**src/sv/lbs_pkg.sv**
```systemverilog
// Package for the LED breathing sequencer: register indexes, field widths
// and the packed result type. No dependencies.
`default_nettype none

package lbs_pkg;

  localparam int unsigned PERIOD_W = 16;
  localparam int unsigned FLIPS_W  = 8;
  localparam int unsigned COUNT_W  = 9;
  localparam int unsigned LED_W    = 2;
  localparam int unsigned NUM_LEDS_MAX = 4;

  localparam logic [2:0] CFG_PWM_PERIOD = 3'd0;
  localparam logic [2:0] CFG_FLIPS_LED0 = 3'd1;
  localparam logic [2:0] CFG_FLIPS_LED1 = 3'd2;
  localparam logic [2:0] CFG_FLIPS_LED2 = 3'd3;
  localparam logic [2:0] CFG_FLIPS_LED3 = 3'd4;

  localparam logic [PERIOD_W-1:0] PERIOD_RESET = 16'd1000;
  localparam logic [FLIPS_W-1:0]  FLIPS_RESET  = 8'd1;
  localparam logic [COUNT_W-1:0]  COUNT_MAX    = 9'd511;
  localparam logic [PERIOD_W-1:0] TIMER_MAX    = 16'hFFFF;

  // first field in the highest bits
  typedef struct packed {
    logic                led_advanced;
    logic [PERIOD_W-1:0] duty_ticks;
    logic                led_lit;
    logic [LED_W-1:0]    led_index;
  } result_t;

endpackage

`default_nettype wire

```
**src/sv/led_breathing_sequencer.sv**
```systemverilog
// LED breathing sequencer top level: input register, tick update logic and
// result register. Depends on lbs_pkg.
//
//  channel  direction  handshake            payload
//  in_      slave      in_tvalid/in_tready  in_tdata[0] ramp_enable
//  out_     master     out_tvalid/out_tready out_tdata: led_index, led_lit,
//                                           duty_ticks, led_advanced
//  cfg_     slave      cfg_valid/cfg_ready  cfg_addr register index, cfg_data
//
// One transaction per cycle sustained while out_tready stays high; each tick passes
// through the input register and then the result register.
// The result register and input register together absorb an output stall.
// rst_n is synchronous, active low; it restores the register reset values.
// cfg_ready drops while a tick waits in the input register; write only while idle.
`default_nettype none

module led_breathing_sequencer #(
  parameter int unsigned LED_COUNT = 4
) (
  input  wire logic        clk,
  input  wire logic        rst_n,
  input  wire logic        in_tvalid,
  output logic             in_tready,
  input  wire logic [7:0]  in_tdata,   // [0] ramp_enable, [7:1] zero
  output logic             out_tvalid,
  input  wire logic        out_tready,
  output logic [23:0]      out_tdata,  // [1:0] led_index, [2] led_lit,
                                       // [18:3] duty_ticks, [19] led_advanced
  input  wire logic        cfg_valid,
  output logic             cfg_ready,
  input  wire logic [2:0]  cfg_addr,
  input  wire logic [15:0] cfg_data
);

  localparam int unsigned PW = lbs_pkg::PERIOD_W;
  localparam int unsigned CW = lbs_pkg::COUNT_W;
  localparam int unsigned LW = lbs_pkg::LED_W;
  localparam logic [LW-1:0] LAST_LED = LW'(LED_COUNT - 1);

  logic [PW-1:0] pwm_period_r;
  logic [lbs_pkg::FLIPS_W-1:0] flips_r [lbs_pkg::NUM_LEDS_MAX];

  logic [LW-1:0] current_led_r, current_led_nxt;
  logic [CW-1:0] flip_count_r, flip_count_nxt;
  logic          ramp_up_r, ramp_up_nxt;
  logic          prev_ramp_up_r, prev_ramp_up_nxt;
  logic [PW-1:0] on_time_r, on_time_nxt;
  logic [PW-1:0] off_time_r, off_time_nxt;
  logic          dark_r, dark_nxt;
  logic [PW-1:0] timer_r, timer_nxt;

  logic s1_valid_r;
  logic s1_ramp_r;
  logic out_valid_r;
  lbs_pkg::result_t res_r, res_nxt;

  logic step;
  logic cfg_wr;

  assign step      = s1_valid_r && (!out_valid_r || out_tready);
  assign in_tready = !s1_valid_r || step;
  assign cfg_ready = !s1_valid_r;
  assign cfg_wr    = cfg_valid && cfg_ready;

  assign out_tvalid = out_valid_r;
  assign out_tdata  = {4'd0, res_r};

  logic [CW-1:0] limit;
  logic          advance;
  logic          dark_a;
  logic [PW-1:0] timer_a;
  logic          wrap_period;
  logic [PW-1:0] on_inc, on_dec, on_ramp;
  logic          up_ramp;

  always_comb begin
    limit   = {flips_r[current_led_r], 1'b0};
    advance = (flip_count_r >= limit);

    if (!dark_r && (timer_r >= on_time_r)) begin
      dark_a  = 1'b1;
      timer_a = '0;
    end else begin
      dark_a  = dark_r;
      timer_a = timer_r;
    end
    wrap_period = dark_a && (timer_a >= off_time_r);

    on_inc = (on_time_r < pwm_period_r) ? on_time_r + 1'b1 : on_time_r;
    on_dec = (on_time_r != '0) ? on_time_r - 1'b1 : on_time_r;
    if (ramp_up_r) begin
      if (on_inc >= pwm_period_r) begin
        on_ramp = pwm_period_r;
        up_ramp = 1'b0;
      end else begin
        on_ramp = on_inc;
        up_ramp = 1'b1;
      end
    end else begin
      on_ramp = on_dec;
      up_ramp = (on_dec == '0);
    end

    current_led_nxt  = current_led_r;
    flip_count_nxt   = flip_count_r;
    ramp_up_nxt      = ramp_up_r;
    prev_ramp_up_nxt = prev_ramp_up_r;
    on_time_nxt      = on_time_r;
    off_time_nxt     = off_time_r;
    dark_nxt         = dark_r;
    timer_nxt        = timer_r;

    if (advance) begin
      flip_count_nxt  = '0;
      current_led_nxt = (current_led_r >= LAST_LED) ? '0 : current_led_r + 1'b1;
    end else begin
      dark_nxt  = dark_a;
      timer_nxt = timer_a;
      if (wrap_period) begin
        dark_nxt  = 1'b0;
        timer_nxt = '0;
        if (s1_ramp_r) begin
          on_time_nxt  = on_ramp;
          ramp_up_nxt  = up_ramp;
          off_time_nxt = pwm_period_r - on_ramp;
        end
      end
      if (prev_ramp_up_r != ramp_up_nxt) begin
        prev_ramp_up_nxt = ramp_up_nxt;
        if (flip_count_r < lbs_pkg::COUNT_MAX) begin
          flip_count_nxt = flip_count_r + 1'b1;
        end
      end
    end
    if (timer_nxt < lbs_pkg::TIMER_MAX) begin
      timer_nxt = timer_nxt + 1'b1;
    end

    res_nxt.led_index    = current_led_nxt;
    res_nxt.led_lit      = !(advance || dark_nxt);
    res_nxt.duty_ticks   = on_time_nxt;
    res_nxt.led_advanced = advance;
  end

  logic [PW-1:0] cfg_on_clamp;
  assign cfg_on_clamp = (on_time_r > cfg_data) ? cfg_data : on_time_r;

  always_ff @(posedge clk) begin
    if (!rst_n) begin
      pwm_period_r   <= lbs_pkg::PERIOD_RESET;
      flips_r[0]     <= lbs_pkg::FLIPS_RESET;
      flips_r[1]     <= lbs_pkg::FLIPS_RESET;
      flips_r[2]     <= lbs_pkg::FLIPS_RESET;
      flips_r[3]     <= lbs_pkg::FLIPS_RESET;
      current_led_r  <= '0;
      flip_count_r   <= '0;
      ramp_up_r      <= 1'b1;
      prev_ramp_up_r <= 1'b1;
      on_time_r      <= '0;
      off_time_r     <= lbs_pkg::PERIOD_RESET;
      dark_r         <= 1'b0;
      timer_r        <= '0;
      s1_valid_r     <= 1'b0;
      out_valid_r    <= 1'b0;
    end else begin
      if (in_tready) begin
        s1_valid_r <= in_tvalid;
      end
      if (step) begin
        out_valid_r <= 1'b1;
      end else if (out_tready) begin
        out_valid_r <= 1'b0;
      end

      if (step) begin
        current_led_r  <= current_led_nxt;
        flip_count_r   <= flip_count_nxt;
        ramp_up_r      <= ramp_up_nxt;
        prev_ramp_up_r <= prev_ramp_up_nxt;
        on_time_r      <= on_time_nxt;
        off_time_r     <= off_time_nxt;
        dark_r         <= dark_nxt;
        timer_r        <= timer_nxt;
      end else if (cfg_wr) begin
        case (cfg_addr)
          lbs_pkg::CFG_PWM_PERIOD: begin
            pwm_period_r <= cfg_data;
            on_time_r    <= cfg_on_clamp;
            off_time_r   <= cfg_data - cfg_on_clamp;
          end
          lbs_pkg::CFG_FLIPS_LED0: flips_r[0] <= cfg_data[lbs_pkg::FLIPS_W-1:0];
          lbs_pkg::CFG_FLIPS_LED1: flips_r[1] <= cfg_data[lbs_pkg::FLIPS_W-1:0];
          lbs_pkg::CFG_FLIPS_LED2: flips_r[2] <= cfg_data[lbs_pkg::FLIPS_W-1:0];
          lbs_pkg::CFG_FLIPS_LED3: flips_r[3] <= cfg_data[lbs_pkg::FLIPS_W-1:0];
          default: begin
          end
        endcase
      end
    end
  end

  always_ff @(posedge clk) begin
    if (in_tready) begin
      s1_ramp_r <= in_tdata[0];
    end
    if (step) begin
      res_r <= res_nxt;
    end
  end

  a_on_within_period: assert property (@(posedge clk) disable iff (!rst_n)
    on_time_r <= pwm_period_r)
    else $error("on time exceeds period");

  a_on_off_sum: assert property (@(posedge clk) disable iff (!rst_n)
    ({1'b0, on_time_r} + {1'b0, off_time_r}) == {1'b0, pwm_period_r})
    else $error("on and off time do not sum to period");

  a_led_in_range: assert property (@(posedge clk) disable iff (!rst_n)
    current_led_r <= LAST_LED)
    else $error("LED index out of range");

  a_advance_clears: assert property (@(posedge clk) disable iff (!rst_n)
    step && advance |=> flip_count_r == '0 && res_r.led_advanced && !res_r.led_lit)
    else $error("advance tick did not clear count or blank LED");

  a_no_overrun: assert property (@(posedge clk) disable iff (!rst_n)
    out_valid_r && !out_tready |-> !step)
    else $error("result overwritten while stalled");

endmodule

`default_nettype wire

```
**config.mk**
```make
export PLATFORM = sky130hd
export DESIGN_NAME = led_breathing_sequencer
export DESIGN_NICKNAME = d
export VERILOG_FILES = /design/src/sv/lbs_pkg.sv /design/src/sv/led_breathing_sequencer.sv
export SDC_FILE = /design/constraint.sdc
export NUM_CORES = 1
export LEC_CHECK = 0
export BUFFER_PORTS_ARGS = -buffer_cell sky130_fd_sc_hd__buf_2
export CORE_MARGIN = 3
export CORE_UTILIZATION = 60
export CTS_BUF_LIST = sky130_fd_sc_hd__clkbuf_8
export CTS_CLUSTER_SIZE = 28
export DETAILED_ROUTE_END_ITERATION = 6
export PLACE_DENSITY = 0.83
export SYNTH_ARGS = -nofsm -noshare
export SYNTH_HDL_FRONTEND = slang
export SYNTH_SLANG_ARGS = --single-unit
```
**constraint.sdc**
```tcl
create_clock -name clk -period 8.5 [get_ports clk]
set_clock_uncertainty 0.15 [all_clocks]
set_input_delay 0.85 -clock clk [delete_from_list [all_inputs] [get_ports clk]]
set_output_delay 0.85 -clock clk [all_outputs]
set_load 0.01 [all_outputs]
```
==> results of run 1 <==
[power groups by stage]
stage | combinational, W | sequential (W) | clock [W]
6_report | 0.000150 | 0.000693 | 0.000574
5_1_grt | 0.000164 | 0.000694 | 0.000610
4_1_cts | 0.000147 | 0.000693 | 0.000578
3_5_place_dp | 0.000145 | 0.000708 | 0
3_3_place_gp | 0.000142 | 0.000707 | 0
2_1_floorplan | 0.0000980 | 0.000707 | 0
[registers in the layout (all words and copies together) (netlist names), 2 cells and up, named ones only]
signal,count
current_led_r,2
timer_r,16
off_time_r,16
out_tdata,20
flip_count_r,9
pwm_period_r,16
flips_r,32
on_time_r,16
[worst register-to-register path, delay by kind of cell, from the launching register on]
family	cells	cell delay [ns]
DFF	1	0.44
and+or+nand+nor	5	1.13
xor gates and xnor gates	1	0.26
adders and majority gates	5	1.75
buffers and inverters	2	0.22
AOI/OAI and AO/OA	15	3.42
muxes	1	0.25
[layer usage]
metal	routed length, um	vias to the layer above	global-route usage
met1	13700	5085	0.4410
met2	14360	531	0.4863
met4	939	0	0.1227
met5	0	-	0
met3	3433	64	0.08190
li1	-	5056	-
[area by class of cell]
type                    instances  share of cell area
well taps                     225             0.02378
clock inverters                15             0.01501
clock buffers                  17             0.01976
multi-input cells            1069              0.6000
inverters                     105             0.03329
repair buffers                 71             0.03508
flip-flops and latches        135              0.2731
[worst max-delay path by stage]
stage,from,to,cells past startpoint
after floorplan,pwm_period_r[5]$_SDFFE_PN1P_,off_time_r[8]$_SDFFE_PN1P_,32
after global placement,on_time_r[2]$_SDFFE_PN0P_,off_time_r[12]$_SDFFE_PN0P_,29
after detailed placement,pwm_period_r[5]$_SDFFE_PN1P_,off_time_r[12]$_SDFFE_PN0P_,29
after CTS,pwm_period_r[5]$_SDFFE_PN1P_,off_time_r[12]$_SDFFE_PN0P_,29
after global routing,pwm_period_r[5]$_SDFFE_PN1P_,off_time_r[12]$_SDFFE_PN0P_,29
final,pwm_period_r[5]$_SDFFE_PN1P_,off_time_r[12]$_SDFFE_PN0P_,29
[through the flow]
stage | total power, W | instances | utilization | hold slack [ns] | worst slack [ns]
2_1_floorplan | 0.0008047 | 1385 | - | 0.2819 | 1.307
4_1_cts | 0.001418 | 1637 | 0.6706 | 0.3082 | 0.9885
3_5_place_dp | 0.0008529 | 1605 | 0.6473 | 0.2993 | 1.060
3_3_place_gp | 0.0008490 | 1605 | 0.6473 | 0.2917 | 1.227
5_1_grt | 0.001468 | 1637 | 0.6706 | 0.3232 | 0.3543
6_report | 0.001418 | 1637 | 0.6706 | 0.3080 | 0.7370
[cells by family after synthesis]
| family | synth area share |
|---|---|
| AND/OR/NAND/NOR | 0.2087 |
| AO/OA/AOI/OAI | 0.2282 |
| buffers and inverters | 0.06456 |
| flip-flops | 0.2932 |
| adder cells (fa/ha/maj) | 0.1388 |
| XOR/XNOR | 0.04335 |
| multiplexers | 0.02292 |
| other | 0.0003401 |
[Yosys cell counts (11+ instances only)]
cell type / instances / area share
nand4_1: 21 / 0.012
a211oi_1: 14 / 0.0095
xnor2_1: 38 / 0.030
inv_1: 100 / 0.034
edfxtp_1: 53 / 0.14
or3_1: 11 / 0.0062
nand3_1: 32 / 0.015
a21oi_1: 113 / 0.051
dfxtp_1: 82 / 0.15
a221oi_1: 15 / 0.012
a21o_1: 28 / 0.019
nor3_1: 48 / 0.022
o21a_1: 11 / 0.0075
and2_1: 29 / 0.016
xor2_1: 14 / 0.011
ha_1: 115 / 0.13
clkbuf_1: 61 / 0.021
nand2b_1: 14 / 0.0079
o211ai_1: 27 / 0.018
o21ai_0: 74 / 0.034
nand2_1: 142 / 0.048
a31oi_1: 18 / 0.010
nor2_1: 141 / 0.048
==> flow_summary.toml, run 1 <==
[outcome]
status = "completed"

[finish]
syn_to_final_growth_pct = 7.375
fin_nets = 1548
antennaDiodeCount = 0
mostFrequentLayoutCells = "142 x nand2_1, 141 x nor2_1, 115 x ha_1"
multi_input_area_sq_um = 7104
drive_above_1_share = 0.09065
area.sequential_sq_um = 3233
fill_cells = 1502
design_area_sq_um = 11840
final_common_cell = "nand2_1"

[cts]
root_buffer = "clkbuf_8"
cts_tree = "yes"
cts_sinks = 135
cts-resized-gates = 0
clock_latency_ns = 0.48
htree_levels = 4
cts_buffer_depth = 2
post_cts_buffers = 0
cts_made_buffers = 17
clk_pin_slew_ns = 0.08
cts_hold_buf = 0

[synthesis]
synthDistinctLibCells = 83
synthFlopType = "dfxtp_1"
ys_ff_latch = 135
synthCells = 1382
synth-edff-count = 53
syn_area_sq_um = 11030
synth.avg_cell_area_sq_um = 7.979
synth-seq-area-share = 0.2932
yosys_warnings = 0
synthArstFlopShare = 0

[global_route]
grt_first_pass_wirelength_um = 51000
antenna_found_initial = 0
grt_max_degree = 59
grt_overflow_total = 0
grt_pass1_vias = 9838
grt_use_total = 0.3206

[pwr]
sw_frac_of_total = 0.2756
p_int_w = 0.001027
p_seq_frac = 0.489
peakVddDrop_v = 0.0001067
power_density_nw_per_um2 = 119.7
total_leakage_power_nw = 4.923
clkPwrFrac = 0.405
switchingPower_w = 0.0003907
pwr-share-comb = 0.106

[sta]
period_minus_slack_ns = 7.763
period_share = 0.9133
drv_slew = 0
max_freq_mhz = 128.8
rsz0062_at_grt = "false"
hold_viol_final = 0
max_slew.worst_pin.slew_ns = 1.211
relSlewSlack = 0.1824
setup_tns_ns = 0
setup_viol = 0

[drt]
drc_errors = 0
first_iter_violations = 1179
wl_per_cell_um = 19.82
dr.pass1.iters = 5
viasPerCell = 6.558
wl_um = 32440
drtAntennaViolNets = 0
vias = 10740

[setup_path]
crit_path_start_kind = "flop"
rrSetupSlack_ns = 0.74
rr_worst_depth = 29
critPathMaxStageDelay_ns = 0.52
crit_fanout = 11
worst_ep_arrival_time_ns = 7.93
path_delay_family = "compound AO/OA/AOI/OAI gates"
path_buf_inv = 2
end_kind = "flop"
r2r-start = "pwm_period_r[5]$_SDFFE_PN1P_"
timing.rr.end = "off_time_r[12]$_SDFFE_PN0P_"
cp_slowest_cell = "maj3_1"
worst-setup-path-type = "reg2reg"
required_ns = 8.67

[floorplan]
fp.coreArea_sq_um = 17660
die-width_um = 141.6
initial_utilization = 0.6245
io_pins = 59
die_y_um = 141.6
rows = 48
die_area_sq_um = 20040

[place]
port_buffers = 47
placedInstanceArea_sq_um = 11430
place_congestion = 1.016
dp_hpwl_um = 23560

[run]
maxCapViolations = 0

[min_path]
min_path_cells = 2
hold_start = "off_time_r[4]$_SDFFE_PN0P_"
hold_path.class = "reg2reg"
worstHoldEndpoint = "off_time_r[4]$_SDFFE_PN0P_"
Note: power is estimated with default switching activity, not from simulation.
==> inputs of run 2 (changes only) <==
--- a/config.mk
+++ b/config.mk
@@ -8,7 +8,7 @@
 export BUFFER_PORTS_ARGS = -buffer_cell sky130_fd_sc_hd__buf_2
 export CORE_MARGIN = 3
 export CORE_UTILIZATION = 60
-export CTS_BUF_LIST = sky130_fd_sc_hd__clkbuf_8
+export CTS_BUF_LIST = sky130_fd_sc_hd__clkbuf_2
 export CTS_CLUSTER_SIZE = 28
 export DETAILED_ROUTE_END_ITERATION = 6
 export PLACE_DENSITY = 0.83
==> flow_summary.toml, run 2 (synthesis results as in run 1) <==
[outcome]
status = "finished with violations"
violations = "design-rule violations"

[drt]
viasPerCell = 6.522
dr.pass1.iters = 7
drc_errors = 2
wl_um = 32160
drtAntennaViolNets = 0
wl_per_cell_um = 19.58
first_iter_violations = 1124
vias = 10710

[global_route]
grt_max_degree = 59
grt_use_total = 0.3163
grt_pass1_vias = 9729
grt_first_pass_wirelength_um = 50460
antenna_found_initial = 1
grt_overflow_total = 0

[floorplan]
io_pins = 59
rows = 48
die_area_sq_um = 20040
initial_utilization = 0.6245
die_y_um = 141.6
fp.coreArea_sq_um = 17660
die-width_um = 141.6

[finish]
final_common_cell = "nand2_1"
mostFrequentLayoutCells = "142 x nand2_1, 141 x nor2_1, 115 x ha_1"
syn_to_final_growth_pct = 6.150
largest_reg_flops = 32
top_register = "flips_r"
fin_nets = 1548
fin_cells = 1642
drive_above_1_share = 0.09136

[cts]
cts_hold_buf = 0
cts_tree = "yes"
post_cts_buffers = 0
cts_buffer_depth = 2
clock_latency_ns = 0.79
clk_pin_slew_ns = 0.30
root_buffer = "clkbuf_2"
cts_made_buffers = 17
cts_sinks = 135
htree_levels = 4
cts-resized-gates = 0

[sta]
period_share = 0.9094
rsz0062_at_grt = "false"
relSlewSlack = 0.2583
max_slew.worst_pin.slew_ns = 1.110
setup_viol = 0
max_freq_mhz = 129.4
setup_tns_ns = 0
hold_viol_final = 0
drv_slew = 0
period_minus_slack_ns = 7.730

[place]
dp.cells = 1605
dp_hpwl_um = 23560
place_congestion = 1.016
port_buffers = 47

[setup_path]
worst_ep_arrival_time_ns = 8.20
crit_fanout = 11
worst-setup-path-type = "reg2reg"
end_kind = "flop"
critPathMaxStageDelay_ns = 0.54
crit_path_start_kind = "flop"
cp_slowest_cell = "dfxtp_1"
required_ns = 8.97

[pwr]
sw_frac_of_total = 0.2947
p_int_w = 0.0009054
power_density_nw_per_um2 = 109.7
clkPwrFrac = 0.343
p_seq_frac = 0.541
total_leakage_power_nw = 4.870
peakVddDrop_v = 0.0001051
pwr-share-comb = 0.117
switchingPower_w = 0.0003784

[min_path]
hold_path.class = "in2reg"

[run]
maxCapViolations = 0
-- run 2: layout make-up --
cell class                      instances  area, sq um
Timing Repair Buffer                   71        415.4
Clock buffer                           18        90.09
Fill cell                            1534         5952
Tap cell                              225        281.5
Inverter                              105        394.1
Clock inverter                         14        173.9
Sequential cell                       135         3233
Multi-Input combinational cell       1069         7104
Antenna cell                            5        12.51
-- run 2: worst paths after layout --
| kind | startpoint | to | slack [ns] | depth (start not counted) |
|---|---|---|---|---|
| max | pwm_period_r[7]$_SDFFE_PN1P_ | off_time_r[12]$_SDFFE_PN0P_ | 0.77 | 28 |
| min | in_tdata[0] | s1_ramp_r$_DFFE_PP_ | 0.12 | 1 |
| max reg2reg | pwm_period_r[7]$_SDFFE_PN1P_ | off_time_r[12]$_SDFFE_PN0P_ | 0.77 | 28 |
| min reg2reg | off_time_r[4]$_SDFFE_PN0P_ | off_time_r[4]$_SDFFE_PN0P_ | 0.32 | 2 |
-- run 2: stage by stage --
step	area [sq um]	hold WS (ns)	utilization	worst slack, ns	total power (W)
after floorplan	11040	0.2819	-	1.307	0.0008047
after global placement	11430	0.2917	0.6473	1.227	0.0008490
after detailed placement	11430	0.2993	0.6473	1.060	0.0008529
after CTS	11690	0.08947	0.6622	0.9768	0.001284
after global routing	11710	0.03356	0.6629	0.3603	0.001333
final	11710	0.1216	0.6629	0.7697	0.001284
-- run 2: layer usage --
layer	part of all wire	GRT usage
met1	0.42	0.4408
met2	0.45	0.4885
met3	0.11	0.07819
met4	0.024	0.09444
met5	0	0
-- run 2: critical path, delay by kind of cell (launching register included) --
family	cells	cell delay [ns]
xor gates and xnor gates	1	0.16
adders and majority gates	5	1.75
muxes	1	0.24
AOI/OAI and AO/OA	13	3.32
and+or+nand+nor	6	1.12
buffers and inverters	2	0.27
DFF	1	0.54
-- run 2: power by group through the flow --
stage / clock network, W / registers, W / logic (W)
floorplan: 0 / 0.000707 / 0.0000980
global placement: 0 / 0.000707 / 0.000142
detailed placement: 0 / 0.000708 / 0.000145
CTS: 0.000443 / 0.000694 / 0.000147
global route: 0.000473 / 0.000696 / 0.000164
finish: 0.000440 / 0.000694 / 0.000150
==> inputs of run 3 (changes only) <==
--- a/config.mk
+++ b/config.mk
@@ -6,7 +6,6 @@
 export NUM_CORES = 1
 export LEC_CHECK = 0
 export BUFFER_PORTS_ARGS = -buffer_cell sky130_fd_sc_hd__buf_2
-export CORE_MARGIN = 3
 export CORE_UTILIZATION = 60
 export CTS_BUF_LIST = sky130_fd_sc_hd__clkbuf_2
 export CTS_CLUSTER_SIZE = 28
==> flow_summary.toml, run 3 (synthesis results as in run 1) <==
[sta]
max_freq_mhz = 128.6
setup_tns_ns = 0
setup_viol = 0
rsz0062_at_grt = "false"
period_minus_slack_ns = 7.777
max_slew.worst_pin.slew_ns = 1.163
relSlewSlack = 0.2176
hold_viol_final = 0
drv_slew = 0
period_share = 0.9149

[floorplan]
io_pins = 59
fp.coreArea_sq_um = 17960
initial_utilization = 0.6138
die-width_um = 137.6
rows = 49
die_y_um = 137.6
die_area_sq_um = 18920

[global_route]
grt_use_total = 0.3493
antenna_found_initial = 3
use_met2 = 0.5338
grt_pass1_vias = 9556
grtUsageMet3 = 0.06623
met1_usage = 0.4895
grt_overflow_total = 0
grt.busiest_layer = "met2"
grt_first_pass_wirelength_um = 50190
grt_max_degree = 59

[cts]
cts_tree = "yes"
cts_buffer_depth = 2
cts_sinks = 135
htree_levels = 4
clock_latency_ns = 0.76
cts_made_buffers = 17
post_cts_buffers = 0
root_buffer = "clkbuf_2"
cts-resized-gates = 0
cts_hold_buf = 0
clk_pin_slew_ns = 0.24

[finish]
top_register = "flips_r"
syn_to_final_growth_pct = 5.730
mostFrequentLayoutCells = "142 x nand2_1, 141 x nor2_1, 115 x ha_1"
fill_cells = 1559
largest_reg_flops = 32
drive_above_1_share = 0.09013
fin_nets = 1545
final_common_cell = "nand2_1"

[drt]
dr.pass1.iters = 7
vias = 10530
drtAntennaViolNets = 0
wl_per_cell_um = 19.47
wl_um = 31910
viasPerCell = 6.425
first_iter_violations = 1102
drc_errors = 1

[setup_path]
end_kind = "flop"
crit_path_start_kind = "flop"
worst-setup-path-type = "reg2reg"
critPathMaxStageDelay_ns = 0.64
crit_fanout = 11
cp_slowest_cell = "dfxtp_1"
worst_ep_arrival_time_ns = 8.22
required_ns = 8.94

[place]
dp_hpwl_um = 23110
port_buffers = 47
place_congestion = 0.9875

[outcome]
violations = "design-rule violations"
status = "finished with violations"

[pwr]
power_density_nw_per_um2 = 107.7
finalPower_w = 0.001255
total_leakage_power_nw = 4.841
peakVddDrop_v = 0.00008280

[run]
maxCapViolations = 0

[min_path]
hold_path.class = "in2reg"
run 3: cell types whose count changed in the layout (fill, tap and decap cells not counted), sizes merged:
| cell | before | now |
|---|---|---|
| buf | 71 | 68 |
| diode | 5 | 1 |
| inv | 106 | 110 |
| clkinv | 8 | 6 |
| clkinvlp | 2 | 3 |
| bufinv | 3 | 1 |
| clkbuf | 18 | 17 |
run 3: layout make-up:
class | instances | area [sq um] | share of cell area
multi-input cells | 1069 | 7104 | 0.6094
flip-flops and latches | 135 | 3233 | 0.2773
inverters | 105 | 394.1 | 0.03381
repair buffers | 68 | 392.9 | 0.03370
well taps | 229 | 286.5 | 0.02458
clock inverters | 15 | 160.2 | 0.01374
clock buffers | 17 | 85.08 | 0.007298
diodes | 1 | 2.502 | 0.0002146
run 3: where the power goes:
| part | internal, W | total (W) | leakage [nW] | switching, W |
|---|---|---|---|---|
| sequential | 0.000687 | 0.000694 | 1.20 | 0.00000753 |
| combinational | 0.0000493 | 0.000148 | 3.50 | 0.0000990 |
| clock | 0.000118 | 0.000412 | 0.141 | 0.000294 |
| total | 0.000855 | 0.00126 | 4.84 | 0.000401 |
run 3: path summary, 6_finish.rpt:
check / from / end / slack (ns) / depth (start not counted)
max: on_time_r[2]$_SDFFE_PN0P_ / off_time_r[12]$_SDFFE_PN0P_ / 0.72 / 28
min: in_tvalid / s1_valid_r$_SDFFE_PN0P_ / 0.16 / 3
max reg2reg: on_time_r[2]$_SDFFE_PN0P_ / off_time_r[12]$_SDFFE_PN0P_ / 0.72 / 28
min reg2reg: off_time_r[4]$_SDFFE_PN0P_ / off_time_r[4]$_SDFFE_PN0P_ / 0.32 / 2
run 3: stage by stage:
| step | setup slack [ns] | area (sq um) | hold slack (ns) | util | std cells |
|---|---|---|---|---|---|
| floorplan | 1.307 | 11040 | 0.2819 | - | 1385 |
| global placement | 1.100 | 11410 | 0.2941 | 0.6352 | 1606 |
| detailed placement | 0.9867 | 11410 | 0.2965 | 0.6352 | 1606 |
| CTS | 0.9118 | 11660 | 0.1067 | 0.6489 | 1638 |
| global route | 0.2720 | 11660 | 0.1005 | 0.6490 | 1639 |
| finish | 0.7230 | 11660 | 0.1577 | 0.6490 | 1639 |
run 3: layer usage:
metal	share of wire	vias up	wire (um)
met4	0.030	2	945
met2	0.43	535	13870
li1	-	5029	-
met1	0.44	4896	13940
met3	0.099	68	3145
met5	0.00028	-	9
run 3: critical path: cells and delay by family (launching register included):
family | cells | cell delay [ns]
XOR/XNOR | 1 | 0.27
flip-flops | 1 | 0.64
adder cells (fa/ha/maj) | 5 | 1.72
AND/OR/NAND/NOR | 5 | 1.12
multiplexers | 1 | 0.22
AO/OA/AOI/OAI | 15 | 3.39
buffers and inverters | 1 | 0.09
